### src/design/assert_macros.svh
// Assertion helpers, clocked on clk and quiet while rst_n is low.
`ifndef ASSERT_MACROS_SVH
`define ASSERT_MACROS_SVH

// Checked at every edge once reset is released.
`define ASSERT_RUN(lbl, prop, msg) \
  lbl: assert property (@(posedge clk) disable iff (!rst_n) (prop)) else $error(msg);

// Checked only when reset was already released at the previous edge.
`define ASSERT_AFTER_RST(lbl, prop, msg) \
  lbl: assert property (@(posedge clk) disable iff (!rst_n) $past(rst_n) |-> (prop)) \
    else $error(msg);

`endif

### src/design/jjrc_pkg.sv
package jjrc_pkg;

  localparam int COUNT_WIDTH = 16;
  localparam int TIME_WIDTH  = 32;

  localparam int ANG_W  = 12;
  localparam int LEG_W  = 12;
  localparam int TS_W   = 32;
  localparam int DUR_W  = 16;
  localparam int OCNT_W = 16;
  localparam int CIDX_W = 3;
  localparam int CDAT_W = 16;

  typedef enum logic [1:0] {
    PH_CLOSED  = 2'd0,
    PH_OPENING = 2'd1,
    PH_OPENED  = 2'd2,
    PH_CLOSING = 2'd3
  } phase_t;

  typedef enum logic [CIDX_W-1:0] {
    REG_ARM_CLOSED  = 3'd0,
    REG_ARM_OPENED  = 3'd1,
    REG_ARM_MARGIN  = 3'd2,
    REG_LEG_CLOSED  = 3'd3,
    REG_LEG_OPENED  = 3'd4,
    REG_LEG_START   = 3'd5,
    REG_LEG_DROP    = 3'd6,
    REG_MIN_REP     = 3'd7
  } reg_idx_t;

  typedef struct packed {
    logic [ANG_W-1:0] arm_closed_thresh;
    logic [ANG_W-1:0] arm_opened_thresh;
    logic [ANG_W-1:0] arm_margin;
    logic [LEG_W-1:0] leg_closed_ratio;
    logic [LEG_W-1:0] leg_opened_ratio;
    logic [LEG_W-1:0] leg_start_margin;
    logic [LEG_W-1:0] leg_drop_margin;
    logic [DUR_W-1:0] min_rep_ms;
  } cfg_t;

  localparam cfg_t CFG_RESET = '{
    arm_closed_thresh: 12'd640,
    arm_opened_thresh: 12'd2080,
    arm_margin:        12'd240,
    leg_closed_ratio:  12'd282,
    leg_opened_ratio:  12'd397,
    leg_start_margin:  12'd38,
    leg_drop_margin:   12'd51,
    min_rep_ms:        16'd350
  };

  typedef struct packed {
    logic             pose_valid;
    logic [ANG_W-1:0] arm_angle_left;
    logic [ANG_W-1:0] arm_angle_right;
    logic [LEG_W-1:0] leg_spread;
    logic [TS_W-1:0]  frame_ms;
  } frame_t;

  typedef struct packed {
    logic              rep_done;
    logic              rep_was_valid;
    logic [1:0]        phase;
    logic [OCNT_W-1:0] total_count;
    logic [OCNT_W-1:0] valid_count;
  } result_t;

  typedef struct packed {
    phase_t                 phase;
    logic [COUNT_WIDTH-1:0] total_cnt;
    logic [COUNT_WIDTH-1:0] valid_cnt;
    logic [ANG_W-1:0]       peak_arm;
    logic [LEG_W-1:0]       peak_leg;
    logic [TIME_WIDTH-1:0]  start_time;
  } state_t;

  localparam logic [COUNT_WIDTH-1:0] COUNT_MAX = {COUNT_WIDTH{1'b1}};

endpackage

### src/design/jjrc_step.sv
module jjrc_step import jjrc_pkg::*; (
  input  cfg_t    cfg,
  input  state_t  st,
  input  frame_t  frame,
  output state_t  st_nxt,
  output result_t res
);

  logic [ANG_W:0]        arm_sum;
  logic [ANG_W-1:0]      avg;
  logic [LEG_W-1:0]      leg;
  logic [TIME_WIDTH-1:0] ts;
  logic [TIME_WIDTH-1:0] dur;
  logic [ANG_W-1:0]      pk_arm_upd;
  logic [LEG_W-1:0]      pk_leg_upd;
  logic                  start_hit;
  logic                  full_open;
  logic                  turnaround;
  logic                  drop;
  logic                  closed_pose;
  logic                  long_enough;
  phase_t                phase_nxt;
  logic                  finish;
  logic                  done;
  logic                  good;

  always_comb begin
    arm_sum    = {1'b0, frame.arm_angle_left} + {1'b0, frame.arm_angle_right};
    avg        = arm_sum[ANG_W:1];
    leg        = frame.leg_spread;
    ts         = frame.frame_ms[TIME_WIDTH-1:0];
    dur        = ts - st.start_time;
    pk_arm_upd = (avg > st.peak_arm) ? avg : st.peak_arm;
    pk_leg_upd = (leg > st.peak_leg) ? leg : st.peak_leg;
    start_hit  = ({1'b0, avg} > {1'b0, cfg.arm_closed_thresh} + {1'b0, cfg.arm_margin}) ||
                 ({1'b0, leg} > {1'b0, cfg.leg_closed_ratio} + {1'b0, cfg.leg_start_margin});
    full_open  = (avg >= cfg.arm_opened_thresh) && (leg >= cfg.leg_opened_ratio);
    turnaround = ({1'b0, avg} + {1'b0, cfg.arm_margin}) < {1'b0, pk_arm_upd};
    drop       = (({1'b0, avg} + {1'b0, cfg.arm_margin}) < {1'b0, cfg.arm_opened_thresh}) ||
                 (({1'b0, leg} + {1'b0, cfg.leg_drop_margin}) < {1'b0, cfg.leg_opened_ratio});
    closed_pose = (avg < cfg.arm_closed_thresh) && (leg < cfg.leg_closed_ratio);
    long_enough = dur >= TIME_WIDTH'(cfg.min_rep_ms);
  end

  // next phase
  always_comb begin
    phase_nxt = st.phase;
    finish    = 1'b0;
    if (frame.pose_valid) begin
      unique case (st.phase)
        PH_CLOSED: begin
          if (start_hit) phase_nxt = PH_OPENING;
        end
        PH_OPENING: begin
          priority if (full_open) phase_nxt = PH_OPENED;
          else if (turnaround)    phase_nxt = PH_CLOSING;
        end
        PH_OPENED: begin
          if (drop) begin
            phase_nxt = PH_CLOSING;
            if (closed_pose) begin
              phase_nxt = PH_CLOSED;
              finish    = 1'b1;
            end
          end
        end
        PH_CLOSING: begin
          if (closed_pose) begin
            phase_nxt = PH_CLOSED;
            finish    = 1'b1;
          end
        end
        default: phase_nxt = st.phase;
      endcase
    end
  end

  // peaks, counters and result
  always_comb begin
    st_nxt       = st;
    st_nxt.phase = phase_nxt;
    done         = 1'b0;
    good         = 1'b0;
    if (frame.pose_valid) begin
      unique case (st.phase)
        PH_CLOSED: begin
          if (start_hit) begin
            st_nxt.start_time = ts;
            st_nxt.peak_arm   = avg;
            st_nxt.peak_leg   = leg;
          end
        end
        PH_OPENING, PH_OPENED: begin
          st_nxt.peak_arm = pk_arm_upd;
          st_nxt.peak_leg = pk_leg_upd;
        end
        default: ;
      endcase
      if (finish) begin
        if (long_enough) begin
          done = 1'b1;
          if (st.total_cnt != COUNT_MAX) st_nxt.total_cnt = st.total_cnt + 1'b1;
          if ((st_nxt.peak_arm >= cfg.arm_opened_thresh) &&
              (st_nxt.peak_leg >= cfg.leg_opened_ratio)) begin
            good = 1'b1;
            if (st.valid_cnt != COUNT_MAX) st_nxt.valid_cnt = st.valid_cnt + 1'b1;
          end
        end
        st_nxt.peak_arm = '0;
        st_nxt.peak_leg = '0;
      end
    end
    res.rep_done      = done;
    res.rep_was_valid = good;
    res.phase         = phase_nxt;
    res.total_count   = OCNT_W'(st_nxt.total_cnt);
    res.valid_count   = OCNT_W'(st_nxt.valid_cnt);
  end

endmodule

### config.mk
export PLATFORM = sky130hd
export DESIGN_NAME = jjrc_step
export DESIGN_NICKNAME = d
export VERILOG_FILES = /design/src/design/assert_macros.svh /design/src/design/jjrc_pkg.sv /design/src/design/jjrc_step.sv
export SDC_FILE = /design/constraint.sdc
export NUM_CORES = 1
export LEC_CHECK = 0
export ABC_AREA = 1
export ABC_CLOCK_PERIOD_IN_PS = 7600
export BUFFER_PORTS_ARGS = -buffer_cell sky130_fd_sc_hd__buf_4
export CAP_MARGIN = 0
export CORE_ASPECT_RATIO = 0.5
export CORE_UTILIZATION = 50
export DETAILED_ROUTE_END_ITERATION = 8
export GPL_TIMING_DRIVEN = 1
export PLACE_DENSITY = 0.78
export SYNTH_ARGS = -nofsm -noshare
export SYNTH_HDL_FRONTEND = slang
export SYNTH_SLANG_ARGS = --single-unit
### constraint.sdc
create_clock -name vclk -period 7.6
set_input_delay 1.52 -clock vclk [all_inputs]
set_output_delay 1.52 -clock vclk [all_outputs]
set_load 0.005 [all_outputs]
Word level (Yosys, flattened, before mapping)
Index checks and enable logic that the tools add are counted.
{"block": "word_totals", "ff_bits": 0, "latchBits": 0, "ramBits": 0, "mem_bits_ro": 0, "in_bits": 259, "output_inout_bits": 126, "wordCells": 65, "memories": 0}
{"block": "classes", "add_sub_neg": 8, "multipliers": 0, "n_div": 0, "n_lt_le_gt_ge": 14, "eq_ne": 5, "shifts": 0, "mux": 31, "bitwise": 0, "reduce_logical": 7}
{"cell": "2-to-1 mux 56 bit", "count": 2}
{"cell": "2-to-1 mux 88 bit", "count": 1}
{"cell": "adder 12 x 12 -> 13 bit", "count": 5}
{"cell": "2-to-1 mux 32 bit", "count": 2}
{"cell": "greater-or-equal comparator 12 bit", "count": 4}
{"cell": "2-to-1 mux 16 bit", "count": 3}
{"cell": "one-hot mux 24 bit (2 select lines)", "count": 1}
{"cell": "< comparator 13 x 12 -> 1 bit", "count": 3}
{"cell": "adder 16 x 1 -> 16 bit, second input constant", "count": 2}
{"cell": "greater-or-equal comparator 32 x 16 -> 1 bit", "count": 1}
{"cell": "!= test 16 bit, second input constant", "count": 2}
{"cell": "subtractor 32 bit", "count": 1}
{"cell": "> comparator 12 x 13 -> 1 bit", "count": 2}
{"cell": "> comparator 12 bit", "count": 2}
{"cell": "< comparator 12 bit", "count": 2}
{"cell": "2-to-1 mux 12 bit", "count": 2}
{"cell": "2-to-1 mux 24 bit", "count": 1}
{"cell": "2-to-1 mux 2 bit", "count": 7}
{"cell": "2-to-1 mux 1 bit", "count": 10}
{"cell": "one-hot mux 2 bit (4 select lines)", "count": 1}
{"cell": "== test 2 bit, second input constant", "count": 2}
{"cell": "logical AND 1 bit", "count": 3}
{"cell": "== test 2 x 1 -> 1 bit, second input constant", "count": 1}
{"cell": "zero test 2 bit", "count": 1}
{"cell": "other kinds (3)", "count": 4}

Logic depth before layout (Yosys ltp)
Gate-level depths: netlist (run 1).
{"block": "logic_depth", "ltp_word": 12, "depth_mapped": 47}

Worst setup path before layout (run 1)
No wires, ideal clock.
{"block": "synth_timing", "path_type": "input -> output", "start": "in frame[47] in the netlist's numbering", "end": "out st_nxt[57] in the netlist's numbering", "arrival_ps": 6261, "setup_slack_ps": -181, "path_stages": 44, "n_path_buf": 3, "cell_sequence": "ha_1 > a21o_1 > a31oi_1 > inv_1 > nand2_1 > nand2_1 > nand2_1 > nand2_1 > a21oi_1 > xor2_1 > inv_1 > ha_1 > nand2_1 > inv_1 > nand2_1 > nor2_1 > nand2_1 > nand3_1 > [... 8 more ...] > a21oi_1 > nor2_1 > a211oi_1 > o21ai_0 > nand2_1 > nand2_1 > nand3_1 > nand2_1 > nand2_1 > inv_1 > clkbuf_1 > nand2_1 > o21ai_0 > nand2_1 > nand2_1 > nand2_1 > nand2_1 > buf_4"}
{"item": "start, declared", "line_no": "jjrc_step.sv:4", "rtl": "input frame_t frame,"}
{"item": "end, declared", "line_no": "jjrc_step.sv:5", "rtl": "output state_t st_nxt,"}

==> impl_metrics.ini, run 1 <==
[layout]
seq_area_um2 = 0
final_core_util_pct = 78.1
fin_cells = 3282
n_clock_buffer = 0
layout_common_cells = nand2_1 (612), buf_4 (544), inv_1 (369)
fin_nets = 3464
diodes = 0
nFlopsAndLatches = 0
area_growth_pct = 51.4
drive_above_1_share_pct = 31.8
layout_commonest_cell = nand2_1
design_area_um2 = 19900

[worst_setup_path]
setup.worst_path.start_class = primary input
end_kind = output pin
critPathKind = primary input to output pin
crit_slowest_cell = ha_1
crit_top_cell = nand2_1
critPathArrivalTime_ns = 6.73
cp_max_fo = 15
crit_required_ns = 6.08
worst_path_largest_cell_delay_ns = 0.27

[grt]
grt_max_degree = 65
track_usage_pct = 33.4
antenna_found_initial = 0
grt_pass1_wl_um = 74900
grt_overflow = 0
grt_pass1_vias = 15814

[yosys]
synth_top_area_share_pct = 24.6
yosysSeqAreaShare_pct = 0
postSynthAreaPerCell_um2 = 5.54
synth_nets = 2902
yosysWarnings = 0
synth_top_family_by_area = simple AND/OR/NAND/NOR gates
netlist_instances = 2378
synth_compound_area_share_pct = 16.4
synthXorXnorAreaFrac_pct = 4.65
synth.largest_area_cell = ha_1
synth_area_leaders = ha_1 (25%), nand2_1 (20%), inv_1 (11%), a21oi_1 (7.3%), nand3_1 (6.6%)
yosysUniqueCellTypes = 51
synth_fa_ha_area_share_pct = 25.5
synth_mux_area_share_pct = 0
yosys.area_share.simple_pct = 38.1
syn_area_um2 = 13200

[timing]
final_max_slew_viol_count = 0
setup_viol = 94
fin_ws_ns = -0.653
post-route-min-period_ns = 8.25
max_freq_mhz = 121
rsz0062_at_grt = true
fin_crit_sh_pct = 109
slew_headroom_pct = 20.6
timing.hold.ws_ns = 3.32
worst_pin_slew_ns = 1.19
hold_viol = 0
tns_ns = -39.55

[floorplan]
core_um2 = 25500
io_pins = 385
die_h_um = 117
row_count = 41
dieArea_um2 = 27000
die_w_um = 232
initial_utilization_pct = 51.6

[power_and_ir_drop]
power_mw = 2.60
p_leak_nw = 11.3
peakVddDrop_mv = 0.0734
power_density_nw_per_um2 = 130

[placement]
dp_hpwl_um = 39500
dp.cells = 3215
placed_area_um2 = 17500
pre_cts_slack_ns = -0.843
globalplace.congestion = 0.970
port_buffers = 385

[routing]
num_vias = 18315
drc = 0
ant_nets = 0
wirelength_um = 53800
firstDrtPassIters = 9
avgViaCountPerCell = 5.58
wl_per_cell_um = 16.4
first_iter_violations = 1760

[run_status]
violations = negative setup slack
status = finished with violations

[worst_hold_path]
min_to = st_nxt[48]
min_from = st[48]
worst_hold_path_type = primary input to output pin
min_path_cells = 4

[clock_tree]
hold_buffers = 0

[run]
max_cap_viol_count = 0
## cells by family (layout without fill, tap and decap cells)
| family | count (synthesis) | after routing |
|---|---|---|
| xor gates and xnor gates | 70 | 70 |
| buffers and inverters | 479 | 1038 |
| and+or+nand+nor | 1180 | 1181 |
| AOI/OAI and AO/OA | 384 | 384 |
| adders and majority gates | 265 | 265 |
## power breakdown
group | leakage, nW | internal [mW] | total [mW] | switching (mW)
Clock | 0 | 0 | 0 | 0
Sequential | 0 | 0 | 0 | 0
Combinational | 11.3 | 1.21 | 2.60 | 1.39
Total | 11.3 | 1.21 | 2.60 | 1.39
## metal layers
| layer | GRT usage [%] | routed length, um | up-vias |
|---|---|---|---|
| met1 | 44.1 | 22300 | 8269 |
| met5 | 0 | 0 | - |
| met3 | 3.92 | 4550 | 207 |
| met4 | 9.08 | 1980 | 0 |
| met2 | 57.8 | 24900 | 968 |
| li1 | - | - | 8871 |
## cell usage after synthesis, drive strengths merged
cell type / count
a211o: 1
a211oi: 8
a21boi: 28
a21o: 9
a21oi: 193
a221oi: 1
a31oi: 5
a41oi: 1
and2: 1
buf: 64
clkbuf: 25
clkinv: 1
fa: 6
ha: 259
inv: 389
nand2: 725
nand3: 180
nand3b: 7
nand4: 62
nor2: 155
nor2b: 1
nor3: 31
nor4: 9
o2111ai: 2
o211ai: 5
o21a: 3
o21ai: 109
o21bai: 13
o221ai: 2
o311ai: 1
o31ai: 3
or2: 9
xnor2: 18
xor2: 52
## worst max-delay path by stage
stage | start | end | slack [ns] | cells after the start
after floorplan | frame[47] | st_nxt[58] | 0.04 | 42
after global placement | frame[47] | st_nxt[61] | -0.77 | 43
after detailed placement | frame[47] | res[4] | -0.84 | 43
after CTS | frame[47] | res[4] | -0.45 | 45
after global routing | cfg[54] | st_nxt[71] | -0.91 | 46
final | cfg[54] | st_nxt[71] | -0.65 | 44
## worst max-delay path, delay by kind of cell
| kind | cells | cell delay (ns) |
|---|---|---|
| simple gates | 20 | 1.68 |
| fa+ha+maj | 3 | 0.77 |
| buf+inv | 8 | 0.89 |
| xor+xnor | 1 | 0.17 |
| compound gates | 12 | 1.69 |
## final cells by class
class | instances | area (um^2)
multi-input combinational | 1900 | 12600
fill | 1976 | 5600
timing repair buffer | 648 | 5420
inverter | 390 | 1490
tap | 344 | 430
## timing repair
item,in CTS,in global routing
setup buffers,29,35
resized for setup,101,354
endpoints found under the hold margin,0,0
pin swaps,14,97
gates cloned,2,7
setup endpoints to repair,94,94
(Power assumes the default switching activity.)
==> run 2: changes to the inputs <==
--- a/config.mk
+++ b/config.mk
@@ -6,14 +6,14 @@
 export NUM_CORES = 1
 export LEC_CHECK = 0
 export ABC_AREA = 1
-export ABC_CLOCK_PERIOD_IN_PS = 7600
+export ABC_CLOCK_PERIOD_IN_PS = 7870
 export BUFFER_PORTS_ARGS = -buffer_cell sky130_fd_sc_hd__buf_4
 export CAP_MARGIN = 0
 export CORE_ASPECT_RATIO = 0.5
-export CORE_UTILIZATION = 50
+export CORE_UTILIZATION = 56
 export DETAILED_ROUTE_END_ITERATION = 8
 export GPL_TIMING_DRIVEN = 1
-export PLACE_DENSITY = 0.78
+export PLACE_DENSITY = 0.93
 export SYNTH_ARGS = -nofsm -noshare
 export SYNTH_HDL_FRONTEND = slang
 export SYNTH_SLANG_ARGS = --single-unit
==> constraint.sdc (replaced) <==
create_clock -name vclk -period 7.87
set_input_delay 1.574 -clock vclk [all_inputs]
set_output_delay 1.574 -clock vclk [all_outputs]
set_load 0.005 [all_outputs]
==> run 2 against run 1 <==
Effect of this change:
- synthesized cell count unchanged
- the run now fails in global routing (5_1_grt)
- synthesized area stayed put
==> impl_metrics.ini, run 2 <==
[yosys]
synth_compound_area_share_pct = 16.4
yosysUniqueCellTypes = 51
synth_fa_ha_area_share_pct = 25.5
postSynthAreaPerCell_um2 = 5.54
syn_area_um2 = 13200
synthXorXnorAreaFrac_pct = 4.65
yosysWarnings = 0
netlist_instances = 2378
yosys.area_share.simple_pct = 38.1
synth_top_family_by_area = simple AND/OR/NAND/NOR gates
yosysMostFrequentCell = nand2_1
synth_common_cells = nand2_1 (714), inv_1 (386), ha_1 (259)
synth.largest_area_cell = ha_1
synth_area_leaders = ha_1 (25%), nand2_1 (20%), inv_1 (11%), a21oi_1 (7.3%), nand3_1 (6.6%)
synth_top_area_share_pct = 24.6
yosysSeqAreaShare_pct = 0
synth_nets = 2902
synth_mux_area_share_pct = 0

[run_status]
error = [ERROR GRT-0232] Routing congestion too high. Check the congestion heatmap in the GUI.
status = aborted with a tool error
lastStage = global routing (5_1_grt)

[placement]
pre_cts_slack_ns = -0.777
dp_hpwl_um = 40400
port_buffers = 385
globalplace.congestion = 0.982

[floorplan]
die_h_um = 110
io_pins = 385
row_count = 39
initial_utilization_pct = 57.4
die_w_um = 219

[timing]
grt-worst-endpoint = res[2]
endpoint_type = top-level output

[grt]
grt_max_degree = 40
grt_overflow = 101
track_usage_pct = 80.2
## run 2: metrics by stage
stage	instances	TNS, ns	util, %	hold slack [ns]	instance area [um^2]
4_1_cts	3218	-15.03	83.1	3.43	19100
3_5_place_dp	3147	-40.66	75.3	3.43	17300
2_1_floorplan	2378	0	-	3.25	13200
3_3_place_gp	3147	-21.39	75.3	3.42	17300
## run 2: timing repair
| action | in CTS |
|---|---|
| pin swaps | 92 |
| setup buffers | 68 |
| resized for setup | 269 |
| setup endpoints to repair | 94 |
| hold buffers | 0 |
| gates cloned | 9 |
## run 2: logic make-up after synthesis
group,Yosys count
AOI/OAI and AO/OA,384
xor gates and xnor gates,70
adders and majority gates,265
buffers and inverters,479
and+or+nand+nor,1180
## run 2: routing by layer
metal	track usage [%]	overflow
met4	74.4	37
met2	93.6	56
met1	81.1	3
met5	53.3	1
met3	68.1	4
==> run 3: changes to the inputs <==
--- a/config.mk
+++ b/config.mk
@@ -9,11 +9,10 @@
 export ABC_CLOCK_PERIOD_IN_PS = 7870
 export BUFFER_PORTS_ARGS = -buffer_cell sky130_fd_sc_hd__buf_4
 export CAP_MARGIN = 0
-export CORE_ASPECT_RATIO = 0.5
-export CORE_UTILIZATION = 56
+export CORE_UTILIZATION = 40
 export DETAILED_ROUTE_END_ITERATION = 8
 export GPL_TIMING_DRIVEN = 1
-export PLACE_DENSITY = 0.93
+export PLACE_DENSITY_LB_ADDON = 0.15
 export SYNTH_ARGS = -nofsm -noshare
 export SYNTH_HDL_FRONTEND = slang
 export SYNTH_SLANG_ARGS = --single-unit
==> run 3 against run 2 <==
Effect of this change:
- the flow now finishes, with violations (negative setup slack)
==> impl_metrics.ini, run 3 (synthesis gave the netlist of run 1 again) <==
[grt]
track_usage_pct = 28.4
grt_pass1_wl_um = 78600
antenna_found_initial = 1
grt_pass1_vias = 16221
grt_overflow = 0
grt_max_degree = 65

[routing]
first_iter_violations = 923
drc = 0
wirelength_um = 51800
num_vias = 17498
firstDrtPassIters = 6
wl_per_cell_um = 15.4
avgViaCountPerCell = 5.19
ant_nets = 0

[layout]
layout_commonest_cell = nand2_1
fin_nets = 3453
drive_above_1_share_pct = 31.3
n_clock_buffer = 0
seq_area_um2 = 0
nFlopsAndLatches = 0
layout_common_cells = nand2_1 (603), buf_4 (519), inv_1 (373)
area_growth_pct = 52.3
n_fill_cell = 3173

[placement]
port_buffers = 385
globalplace.congestion = 0.953
dp_hpwl_um = 41300

[worst_setup_path]
end_kind = output pin
cp_max_fo = 8
setup.worst_path.start_class = primary input
cpLargestDelayFamily = simple AND/OR/NAND/NOR gates
crit_slowest_cell = fa_2
worst_path_largest_cell_delay_ns = 0.39
critPathBufInv = 10
crit_required_ns = 6.30
crit_top_cell = nand2_1
critPathArrivalTime_ns = 6.71
critPathKind = primary input to output pin

[timing]
worst_pin_slew_ns = 0.993
tns_ns = -20.94
final_max_slew_viol_count = 0
hold_viol = 0
rsz0062_at_grt = true
fin_crit_sh_pct = 105
slew_headroom_pct = 33.7
timing.hold.ws_ns = 3.43
setup_viol = 94
fin_ws_ns = -0.409
post-route-min-period_ns = 8.28
max_freq_mhz = 121

[floorplan]
dieArea_um2 = 33700
die_h_um = 183
initial_utilization_pct = 40.6
core_um2 = 32500
row_count = 66
io_pins = 385
die_w_um = 183

[clock_tree]
hold_buffers = 0

[worst_hold_path]
worst_hold_path_type = primary input to output pin

[power_and_ir_drop]
power_density_nw_per_um2 = 121
p_leak_nw = 11.3
peakVddDrop_mv = 0.0609

[run]
max_cap_viol_count = 0

[run_status]
status = finished with violations
violations = negative setup slack
==> run 3: metal layers <==
metal | part of all wire, % | vias to the layer above | track usage (%)
met5 | 0 | - | 0
met4 | 2.4 | 0 | 6.37
met3 | 5.0 | 90 | 1.43
met2 | 49 | 597 | 52.2
met1 | 43 | 7929 | 36.1
li1 | - | 8882 | -
==> run 3: path summary, 6_finish.rpt <==
| path | startpoint | cells after the start | slack [ns] | end |
|---|---|---|---|---|
| worst max-delay path | frame[56] | 45 | -0.41 | res[11] |
| worst min-delay path | st[54] | 4 | 3.43 | st_nxt[54] |
==> run 3: power breakdown <==
group	leakage (nW)	internal, mW	switching, mW
Sequential	0	0	0
Combinational	11.3	1.14	1.28
Clock	0.0000127	0.0000000342	0
Total	11.3	1.14	1.28
==> run 3: layout make-up <==
cell class | instances | area, um^2 | share of cell area (%)
tap | 442 | 553 | 2.76
multi-input combinational | 1901 | 12600 | 62.6
inverter | 390 | 1490 | 7.41
timing repair buffer | 636 | 5450 | 27.2
antenna | 2 | 5.00 | 0.0249
==> run 3: metrics by stage <==
stage	setup WS, ns	utilization, %	area (um^2)	power (mW)	std cells
after global placement	-0.453	54.0	17500	1.88	3301
after floorplan	0.0368	-	13200	1.15	2378
after global routing	-0.821	61.8	20100	2.68	3370
after CTS	-0.376	57.8	18800	2.16	3349
after detailed placement	-0.613	54.0	17500	1.92	3301
final	-0.409	61.8	20100	2.42	3371
==> run 3: what timing repair did <==
item                       CTS  global route
setup endpoints to repair   92            94
pin swaps                   60           133
resized for setup          199           284
buffers inserted            38            30
cloned                      10             5
==> run 4: changes to the inputs <==
--- a/config.mk
+++ b/config.mk
@@ -9,7 +9,9 @@
 export ABC_CLOCK_PERIOD_IN_PS = 7870
 export BUFFER_PORTS_ARGS = -buffer_cell sky130_fd_sc_hd__buf_4
 export CAP_MARGIN = 0
-export CORE_UTILIZATION = 40
+export CELL_PAD_IN_SITES_DETAIL_PLACEMENT = 1
+export CELL_PAD_IN_SITES_GLOBAL_PLACEMENT = 2
+export CORE_UTILIZATION = 27
 export DETAILED_ROUTE_END_ITERATION = 8
 export GPL_TIMING_DRIVEN = 1
 export PLACE_DENSITY_LB_ADDON = 0.15
==> run 4 against run 3 <==
Effect of this change:
- the flow still finishes with violations (negative setup slack)
- power increased by 1.8%
- combinational power rose by 2%
- sequential share of layout area stayed put
- flip-flop and latch count unchanged
- critical path depth shrank 6
- global-route usage decreased by 4.7 points
- fmax increased by 0.59%
- highest routed layer is now met5
==> impl_metrics.ini, run 4 (synthesis gave the netlist of run 1 again) <==
[power_and_ir_drop]
power_density_nw_per_um2 = 121
power_mw = 2.47
peakVddDrop_mv = 0.0530
p_leak_nw = 11.4

[floorplan]
core_um2 = 47900
dieArea_um2 = 49700
row_count = 80
io_pins = 385
die_h_um = 223
initial_utilization_pct = 27.5
die_w_um = 223

[worst_hold_path]
worst_hold_path_type = primary input to output pin
min_from = st[35]
min_path_cells = 4

[layout]
final_core_util_pct = 42.6
n_fill_cell = 6351
n_clock_buffer = 0
design_area_um2 = 20400
layout_common_cells = nand2_1 (611), buf_4 (544), inv_1 (370)
area_growth_pct = 55.0
seq_area_um2 = 0
multiInputGateArea_um2 = 12600
layout_commonest_cell = nand2_1
fin_nets = 3468
nFlopsAndLatches = 0
fin_cells = 3558
drive_above_1_share_pct = 31.8

[placement]
pre_cts_slack_ns = -0.854
dp.cells = 3497
dp_hpwl_um = 50500
globalplace.congestion = 0.920
port_buffers = 385
placed_area_um2 = 17900

[worst_setup_path]
crit_top_cell = nand2_1
cp_max_fo = 8
end_kind = output pin
critPathKind = primary input to output pin
critPathBufInv = 11
worstSetupPathDepth = 39
worst_path_largest_cell_delay_ns = 0.37
startpoint = frame[50]
crit_required_ns = 6.30
crit_slowest_cell = ha_1
cpLargestDelayFamily = compound AO/OA/AOI/OAI gates
setup.worst_path.start_class = primary input
critPathArrivalTime_ns = 6.66

[timing]
hold_viol = 0
tns_ns = -17.14
final_max_slew_viol_count = 0
worst_pin_slew_ns = 1.07
post-route-min-period_ns = 8.23
timing.hold.ws_ns = 3.43
fin_ws_ns = -0.361
setup_viol = 88
rsz0062_at_grt = true
fin_crit_sh_pct = 105
slew_headroom_pct = 28.4
max_freq_mhz = 121

[grt]
antenna_found_initial = 2
grt_max_degree = 50
grt_overflow = 0
track_usage_pct = 23.7
grt_pass1_wl_um = 96100
grt_pass1_vias = 18622

[routing]
avgViaCountPerCell = 4.96
drc = 0
wl_per_cell_um = 17.2
ant_nets = 0
num_vias = 17648
wirelength_um = 61000
first_iter_violations = 593
firstDrtPassIters = 4

[run_status]
violations = negative setup slack
status = finished with violations

[run]
max_cap_viol_count = 0
[run 4: cell types whose count changed in the layout (fill, tap and decap cells not counted), sizes merged]
cell / delta
buf: +20
o31ai: -1
clkinvlp: +1
diode: -1
clkbuf: -3
clkinv: -1
nand2: -1
[run 4: worst paths after layout]
check               endpoint  slack (ns)
setup / recovery      res[9]       -0.36
hold / removal    st_nxt[35]        3.43
[run 4: worst min-delay path, cell delays in order]
cell     delay, ns
buf_4         0.08
nand2_1       0.04
nand2_1       0.05
buf_4         0.10
[run 4: where the power goes]
part / switching, mW / internal [mW] / leakage, nW
Combinational: 1.32 / 1.15 / 11.4
Sequential: 0 / 0 / 0
Clock: 0 / 0.0000000170 / 0.00000634
[run 4: timing repair]
item | CTS | global route
buffers inserted | 40 | 22
hold buffers | 0 | 0
setup endpoints to repair | 94 | 94
gates cloned | 9 | 1
resized for setup | 343 | 122
pin swaps | 115 | 92
[run 4: final cells by class]
type | instances | area share, %
diodes | 1 | 0.0123
inverters | 390 | 7.32
multi-input cells | 1899 | 61.7
well taps | 615 | 3.77
repair buffers | 653 | 27.2
[run 4: layer usage]
layer | global-route usage, % | part of all wire [%] | vias to the layer above | routed length, um
li1 | - | - | 8874 | -
met1 | 30.1 | 45 | 8366 | 27200
met2 | 43.4 | 50 | 339 | 30400
met3 | 1.54 | 3.2 | 67 | 1960
met4 | 4.81 | 2.4 | 2 | 1450
met5 | 0 | 0.028 | - | 17
